===== config.mk =====
export PLATFORM = sky130hd
export DESIGN_NAME = gcrt_ctrl
export DESIGN_NICKNAME = d
export VERILOG_FILES = /design/src/rtl/core/gcrt_pkg.sv /design/src/rtl/core/gcrt_ctrl.sv
export SDC_FILE = /design/constraint.sdc
export NUM_CORES = 1
export LEC_CHECK = 0
export BUFFER_PORTS_ARGS = -buffer_cell sky130_fd_sc_hd__buf_2
export CELL_PAD_IN_SITES_DETAIL_PLACEMENT = 1
export CELL_PAD_IN_SITES_GLOBAL_PLACEMENT = 2
export CORE_MARGIN = 3
export CORE_UTILIZATION = 38
export CTS_CLUSTER_DIAMETER = 30
export DETAILED_ROUTE_END_ITERATION = 8
export GPL_TIMING_DRIVEN = 0
export PLACE_DENSITY_LB_ADDON = 0.05
export SETUP_SLACK_MARGIN = 0.4
export SLEW_MARGIN = 20
export SYNTH_ARGS = -nofsm -noshare
export SYNTH_HDL_FRONTEND = slang
export SYNTH_SLANG_ARGS = --single-unit

===== constraint.sdc =====
create_clock -name clk_i -period 10.5 [get_ports clk_i]
set_input_delay 3.15 -clock clk_i [delete_from_list [all_inputs] [get_ports clk_i]]
set_output_delay 3.15 -clock clk_i [all_outputs]
set_load 0.01 [all_outputs]

===== src/rtl/core/gcrt_pkg.sv =====
// ----------------------------------------------------------------------------
// gcrt_pkg: shared types and constants for the group centroid/radius table
// Command codes, status codes and the controller-to-datapath command struct.
// ----------------------------------------------------------------------------
`default_nettype none

package gcrt_pkg;

  localparam int unsigned MaxMembersDefault = 64;
  localparam logic [16:0] HealthOne = 17'h10000;

  typedef enum logic [2:0] {
    CMD_ADD      = 3'd0,
    CMD_REMOVE   = 3'd1,
    CMD_SET_ROLE = 3'd2,
    CMD_SET_POS  = 3'd3,
    CMD_SET_HLTH = 3'd4,
    CMD_RECOMP   = 3'd5,
    CMD_COHESION = 3'd6,
    CMD_UNUSED   = 3'd7
  } cmd_e;

  typedef enum logic [1:0] {
    ST_DONE     = 2'd0,
    ST_NOTFOUND = 2'd1,
    ST_IGNORED  = 2'd2,
    ST_RSVD     = 2'd3
  } status_e;

  // datapath operations issued by the controller
  typedef enum logic [3:0] {
    OP_NONE    = 4'd0,
    OP_SRCH    = 4'd1,  // compare entry at index with id
    OP_APPEND  = 4'd2,
    OP_SHIFT   = 4'd3,  // move entry idx+1 to idx
    OP_ROLE    = 4'd4,
    OP_POS     = 4'd5,
    OP_HLTH    = 4'd6,
    OP_SUM     = 4'd7,  // accumulate entry idx
    OP_DIVST   = 4'd8,  // start divide
    OP_DIVSTEP = 4'd9,
    OP_DIST    = 4'd10, // squared distance of entry idx, stage-fed
    OP_SQST    = 4'd11,
    OP_SQSTEP  = 4'd12,
    OP_CLEAR   = 4'd13,
    OP_LOAD    = 4'd14  // latch input item
  } op_e;

  typedef struct packed {
    op_e        op;
    logic [7:0] idx;
    logic       coh;     // distance pass compares against check radius
    logic       dec;     // decrement total
  } dp_cmd_t;

  typedef struct packed {
    logic match;   // registered result of last search compare
    logic done;    // divide / sqrt finished
    logic dist_ok; // distance pipe produced results for all issued
    logic fail;    // cohesion failed so far
  } dp_sts_t;

endpackage

`default_nettype wire


===== src/rtl/core/gcrt_ctrl.sv =====
// ----------------------------------------------------------------------------
// gcrt_ctrl: command sequencer
// Walks the table for searches, shifts, sums and distance passes.
// ----------------------------------------------------------------------------
`default_nettype none

module gcrt_ctrl import gcrt_pkg::*; #(
  parameter int unsigned MaxMembers = MaxMembersDefault
) (
  input  wire logic       clk_i,
  input  wire logic       rst_ni,
  input  wire logic       in_valid_i,
  output      logic       in_ready_o,
  input  wire logic [2:0] command_i,
  input  wire dp_sts_t    sts_i,
  input  wire logic [7:0] total_i,
  output      dp_cmd_t    cmd_o,
  output      logic       out_valid_o,
  input  wire logic       out_ready_i,
  output      logic       all_within_o,
  output      logic [1:0] status_o
);

  typedef enum logic [11:0] {
    S_IDLE  = 12'b000000000001,
    S_SRD   = 12'b000000000010, // address issued, wait RAM
    S_SCMP  = 12'b000000000100, // compare
    S_SRES  = 12'b000000001000, // decide
    S_MOD   = 12'b000000010000, // RAM read of slot, then write
    S_SHIFT = 12'b000000100000,
    S_SUM   = 12'b000001000000,
    S_DIV   = 12'b000010000000,
    S_DIST  = 12'b000100000000,
    S_DRAIN = 12'b001000000000,
    S_SQRT  = 12'b010000000000,
    S_OUT   = 12'b100000000000
  } state_e;

  state_e     state_q, state_d;
  logic [7:0] idx_q, idx_d;
  cmd_e       cmd_q, cmd_d;
  logic [1:0] stat_q, stat_d;
  logic       all_q, all_d;
  logic       mod_ph_q, mod_ph_d;

  always_ff @(posedge clk_i or negedge rst_ni) begin
    if (!rst_ni) begin
      state_q <= S_IDLE; idx_q <= '0; cmd_q <= CMD_ADD;
      stat_q <= ST_DONE; all_q <= 1'b0; mod_ph_q <= 1'b0;
    end else begin
      state_q <= state_d; idx_q <= idx_d; cmd_q <= cmd_d;
      stat_q <= stat_d; all_q <= all_d; mod_ph_q <= mod_ph_d;
    end
  end

  always_comb begin
    state_d = state_q; idx_d = idx_q; cmd_d = cmd_q;
    stat_d = stat_q; all_d = all_q; mod_ph_d = mod_ph_q;
    cmd_o = '{op: OP_NONE, idx: idx_q, coh: 1'b0, dec: 1'b0};
    unique case (state_q)
      S_IDLE: begin
        if (in_valid_i) begin
          cmd_o.op = OP_LOAD;
          cmd_d = cmd_e'(command_i);
          stat_d = ST_DONE; all_d = 1'b0; idx_d = '0; mod_ph_d = 1'b0;
          unique case (cmd_e'(command_i)) inside
            CMD_ADD, CMD_REMOVE, CMD_SET_ROLE, CMD_SET_POS, CMD_SET_HLTH:
              state_d = S_SRD;
            CMD_RECOMP, CMD_COHESION: state_d = S_SUM;
            default: state_d = S_OUT;
          endcase
        end
      end
      S_SRD: begin
        if (idx_q >= total_i || idx_q >= 8'(MaxMembers)) begin
          // not found
          if (cmd_q == CMD_ADD) begin
            if (total_i >= 8'(MaxMembers)) stat_d = ST_IGNORED;
            else cmd_o.op = OP_APPEND;
          end else stat_d = ST_NOTFOUND;
          state_d = S_OUT;
        end else state_d = S_SCMP;
      end
      S_SCMP: begin
        cmd_o.op = OP_SRCH; state_d = S_SRES;
      end
      S_SRES: begin
        if (sts_i.match) begin
          if (cmd_q == CMD_ADD) begin stat_d = ST_IGNORED; state_d = S_OUT; end
          else if (cmd_q == CMD_REMOVE) begin
            idx_d = idx_q + 8'd1; state_d = S_SHIFT; mod_ph_d = 1'b0;
          end else state_d = S_MOD;
        end else begin
          idx_d = idx_q + 8'd1; state_d = S_SRD;
        end
      end
      S_MOD: begin
        // RAM output still holds the slot entry
        unique case (cmd_q)
          CMD_SET_ROLE: cmd_o.op = OP_ROLE;
          CMD_SET_POS:  cmd_o.op = OP_POS;
          default:      cmd_o.op = OP_HLTH;
        endcase
        state_d = S_OUT;
      end
      S_SHIFT: begin
        // phase 0: read idx; phase 1: write into idx-1
        if (!mod_ph_q) begin
          if (idx_q >= total_i) begin
            cmd_o.dec = 1'b1; state_d = S_OUT;
          end else mod_ph_d = 1'b1;
        end else begin
          cmd_o.op = OP_SHIFT; cmd_o.idx = idx_q - 8'd1;
          idx_d = idx_q + 8'd1; mod_ph_d = 1'b0;
        end
      end
      S_SUM: begin
        if (total_i == 8'd0) begin
          if (cmd_q == CMD_RECOMP) begin
            cmd_o.op = OP_CLEAR; cmd_o.idx = 8'hFF;
          end else all_d = 1'b1;
          state_d = S_OUT;
        end else if (cmd_q == CMD_COHESION) begin
          cmd_o.op = OP_CLEAR; idx_d = '0; mod_ph_d = 1'b0; state_d = S_DIST;
        end else begin
          // idx read issued, phase 1 accumulates
          if (!mod_ph_q) begin
            if (idx_q == 8'd0) cmd_o.op = OP_CLEAR;
            mod_ph_d = 1'b1;
          end else begin
            cmd_o.op = OP_SUM; mod_ph_d = 1'b0;
            if (idx_q + 8'd1 >= total_i) begin
              state_d = S_DIV;
              cmd_o.idx = idx_q;
            end
            idx_d = idx_q + 8'd1;
          end
        end
      end
      S_DIV: begin
        if (!mod_ph_q) begin cmd_o.op = OP_DIVST; mod_ph_d = 1'b1; end
        else if (sts_i.done) begin
          idx_d = '0; mod_ph_d = 1'b0; state_d = S_DIST;
          cmd_o.op = OP_CLEAR; cmd_o.idx = '0;
        end else cmd_o.op = OP_DIVSTEP;
      end
      S_DIST: begin
        if (!mod_ph_q) mod_ph_d = 1'b1;
        else begin
          cmd_o.op = OP_DIST; mod_ph_d = 1'b0;
          idx_d = idx_q + 8'd1;
          if (idx_q + 8'd1 >= total_i) state_d = S_DRAIN;
        end
      end
      S_DRAIN: begin
        if (sts_i.dist_ok) begin
          if (cmd_q == CMD_COHESION) begin
            all_d = !sts_i.fail; state_d = S_OUT;
          end else begin cmd_o.op = OP_SQST; state_d = S_SQRT; end
        end
      end
      S_SQRT: begin
        if (sts_i.done) state_d = S_OUT;
        else cmd_o.op = OP_SQSTEP;
      end
      S_OUT: begin
        if (out_ready_i) state_d = S_IDLE;
      end
      default: state_d = S_IDLE;
    endcase
  end

  assign in_ready_o = (state_q == S_IDLE);
  assign out_valid_o = (state_q == S_OUT);
  assign all_within_o = all_q;
  assign status_o = stat_q;

`ifndef SYNTHESIS
  a_onehot: assert property (@(posedge clk_i) disable iff (!rst_ni) $onehot(state_q))
    else $error("state not one-hot");
  a_hold: assert property (@(posedge clk_i) disable iff (!rst_ni)
    out_valid_o && !out_ready_i |=> out_valid_o && $stable(status_o))
    else $error("result dropped");
  a_excl: assert property (@(posedge clk_i) disable iff (!rst_ni)
    !(in_ready_o && out_valid_o))
    else $error("accept while result pending");
`endif

endmodule

`default_nettype wire


# After elaboration in Yosys (flattened, before gate mapping)
# Cells that the tools add are included.
# word_totals
ff_bits	27
output_inout_bits	19
inputBits	19
elab_cells	155
# classes
reduce_logical	19
n_eq_ne	47
order_cmp	4
add_sub_neg	2
mux	77
# ops
cell	n
2-to-1 mux 12 bit	20
case mux 12 bit (12 select lines)	1
2-to-1 mux 8 bit	9
case mux 4 bit (10 select lines)	1
case mux 8 bit (5 select lines)	1
!= test 2 bit (second input constant)	18
2-to-1 mux 4 bit	8
case mux 12 bit (2 select lines)	1
case mux 8 bit (3 select lines)	1
2-to-1 mux 1 bit	18
2-to-1 mux 2 bit	9
AND reduction 6 bit	3
>= comparator 8 x 7 -> 1 bit (second input constant)	2
>= comparator 8 bit	2
logical NOT 8 bit	2
== test 3 bit (second input constant)	5
== test 12 x 1 -> 1 bit (second input constant)	1
== test 12 x 10 -> 1 bit (second input constant)	1
== test 12 x 11 -> 1 bit (second input constant)	1
== test 12 bit (second input constant)	1
== test 12 x 2 -> 1 bit (second input constant)	1
== test 12 x 3 -> 1 bit (second input constant)	1
== test 12 x 4 -> 1 bit (second input constant)	1
== test 12 x 5 -> 1 bit (second input constant)	1
29 further kinds	40

# Logic depth before layout (Yosys ltp)
# depth
depth_word	7
depth_mapped	11
ltp_nobuf	10

# Least setup slack after synthesis
# OpenSTA, ideal clock, no wires.
# synth_timing
kind	input to output
start	in total_i[0]
end	out cmd_o[11] (netlist name)
t_required_ns	7.350
path_slack_ns	2.671
stages	7
path_buffers	0
arrival_time_ns	4.679
path_cell_list	ha_1 nand2b_1 a2111oi_0 o31ai_1 or2_2 nand2_1 nand4_1
# synth_rtl
element	line	rtl
from (decl)	gcrt_ctrl.sv:16	input wire logic [7:0] total_i,
to (decl)	gcrt_ctrl.sv:17	output dp_cmd_t cmd_o,

==> impl_metrics.json <==
{
  "dp_hpwl_um": 8350,
  "synth_top_area_share_pct": 22.8,
  "holdPathEnd": "status_o[0]$_DFFE_PN0P_",
  "maxCapViolations": 0,
  "worstHoldStart": "status_o[0]$_DFFE_PN0P_",
  "fp.dieArea_sq_um": 8590,
  "syn-num-nets": 385,
  "flow.area_growth_from_synthesis_pct": 12.3,
  "routed_wl_um": 10200,
  "postRouteAntennaNets": 0,
  "hold_buffers": 0,
  "finish.instance_area_sq_um": 3210,
  "hold_viol": 0,
  "drtIter0Drc": 177,
  "ys_async_sr_fraction_pct": 100,
  "drt_pass1_iterations": 4,
  "finish.utilization_pct": 45.7,
  "post_drt_wl_per_cell_um": 21.0,
  "crit_chain": "buf_2, ha_1, nand2b_1, a2111oi_0, o31ai_2, or2_2, nand2_1, nand4_1, buf_2",
  "grt_pass1_vias": 2946,
  "worst_pin_slew_ns": 0.834,
  "cts_sinks": 27,
  "met2_usage_pct": 38.2,
  "finalCritPeriodShare_pct": 83.0,
  "post_cts_resized": 0,
  "coreArea_sq_um": 7020,
  "power.density_nw_per_um2": 163,
  "setup_viol": 0,
  "cp_max_fo": 8,
  "ys_seq_elements": 27,
  "timing.fmax_mhz": 115,
  "path_common_cell": "buf_2",
  "reg2reg_depth": 10,
  "vdd_drop_max_mv": 0.110,
  "gr-usage-all-layers_pct": 24.6,
  "layout_common_cells": "buf_2 (42), nand2_1 (37), dfrtp_1 (26)",
  "holdWs_ns": 0.494,
  "place_area_sq_um": 3150,
  "drive_above_1_share_pct": 22.2,
  "stdcell_count": 484,
  "crit_path_end_kind": "output pin",
  "cts_tree": "done",
  "p_leak_nw": 1.51,
  "worstPathRequired_ns": 7.35,
  "die_w_um": 92.7,
  "final_nets": 426,
  "cts-htree-levels": 1,
  "critical-path-top-delay-family": "compound AO/OA/AOI/OAI gates",
  "port_buffers": 36,
  "drc": 0,
  "crit_buf_inv": 2,
  "rows": 30,
  "max_stage_delay_ns": 0.77,
  "synth_area_sq_um": 2850,
  "grt_pass1_wl_um": 16600,
  "synth_seq_area_share_pct": 23.7,
  "min_path_cells": 1,
  "synth.distinct_cells": 78,
  "seqCellArea_sq_um": 677,
  "use_met1_pct": 37.8,
  "vias_per_cell": 6.02,
  "slew_viol_final": 0,
  "fp.dieH_um": 92.7,
  "pre_cts_slack_ns": 1.82,
  "layout_commonest_cell": "buf_2",
  "finalCriticalPeriod_ns": 8.72,
  "reg2reg_to": "state_q[8]$_DFFE_PN0P_",
  "status": "complete, no violations",
  "gp_congestion": 0.917,
  "critPathLaunchType": "primary input",
  "clock_path_buffers": 2,
  "clock_latency_ns": 0.28,
  "hold_path_class": "reg2reg",
  "antenna_found_initial": 0,
  "clk_pin_slew_ns": 0.09,
  "slew_headroom_pct": 42.9,
  "synth_area_leader_cell": "dfrtp_1",
  "critical-path-slowest-cell": "a2111oi_0",
  "root_buffer": "clkbuf_8",
  "start_util_pct": 40.7,
  "synth_edf_count": 0,
  "synthCells": 348,
  "cts_setup_buffers": 0,
  "synthTopCellsByArea": "dfrtp_1 (23%), ha_1 (7.9%), nand2_1 (4.9%), o21ai_0 (3.9%), nand4_1 (3.1%)",
  "arrival_ns": 5.57,
  "finalPower_mw": 0.522,
  "setup-tns-final_ns": 0,
  "placedCellCount": 480,
  "overflow": 0,
  "multi_input_area_sq_um": 2010,
  "synth_ff_type": "dfrtp_1",
  "io_pins": 38,
  "r2r_slack_ns": 7.36,
  "rsz0062_at_grt": "false",
  "numCtsBuffers": 3,
  "grt-busiest-layer": "met2",
  "diodes": 0,
  "n_fill_cell": 885,
  "layout_setup_ws_ns": 1.78,
  "grt_max_degree": 28,
  "reg2reg_from": "idx_q[0]$_DFFE_PN0P_",
  "crit_type": "in2out",
  "avgSynthCellArea_sq_um": 8.20,
  "ys_warn_count": 0,
  "skew_ns": 0.00933,
  "grtUsageMet3_pct": 2.52,
  "vias": 2914
}
registers in the layout (all words and copies together) (netlist names):
name	cells
state_q	12
idx_q	8
cmd_q	3
status_o	2
all_within_o	1
mod_ph_q	1
where the power goes:
part	internal, mW	switching (mW)	total (mW)
logic	0.114	0.206	0.319
clock network	0.0266	0.0337	0.0603
registers	0.123	0.0196	0.142
metal layers:
layer | wire, um | part of all wire [%]
met1 | 5270 | 52
met2 | 4490 | 44
met4 | 37 | 0.36
met5 | 0 | 0
met3 | 379 | 3.7
synthesized netlist by cell type, types with 5 or more instances:
cell type / count
nand2_1: 37
dfrtp_1: 26
o21ai_0: 22
ha_1: 18
nor2_1: 18
inv_1: 16
a21oi_1: 14
nand4_1: 14
nand3_1: 12
nor3_1: 11
o211ai_1: 10
clkbuf_1: 8
buf_2: 6
nor2b_1: 5
worst max-delay path by stage:
stage	startpoint	to	slack, ns	cells after the start
final	total_i[0]	cmd_o[11]	1.78	9
after global routing	total_i[0]	cmd_o[11]	1.58	9
after CTS	total_i[0]	cmd_o[11]	1.79	9
after detailed placement	total_i[0]	cmd_o[11]	1.82	9
after global placement	total_i[0]	cmd_o[11]	1.79	9
after floorplan	total_i[0]	cmd_o[11]	2.67	7
logic make-up after synthesis:
family / synth area share, %
simple gates: 33.5
compound gates: 24.1
buf+inv: 6.18
flops: 23.7
fa+ha+maj: 7.89
xor+xnor: 2.45
mux: 1.97
other cells: 0.131
final cells by class:
class,count,area share (%)
buffer,20,3.63
clock buffer,3,1.29
clock inverter,1,0.156
inverter,16,1.87
multi-input combinational,285,62.6
sequential,27,21.1
tap,96,3.75
timing repair buffer,36,5.62
worst reg2reg max path, delay by kind of cell (launching register included):
family / cells / cell delay (ns)
compound gates: 3 / 0.84
fa+ha+maj: 2 / 0.68
simple gates: 3 / 0.54
flops: 1 / 0.52
mux: 1 / 0.36
xor+xnor: 1 / 0.11
Power figures use the tool's default switching activity.
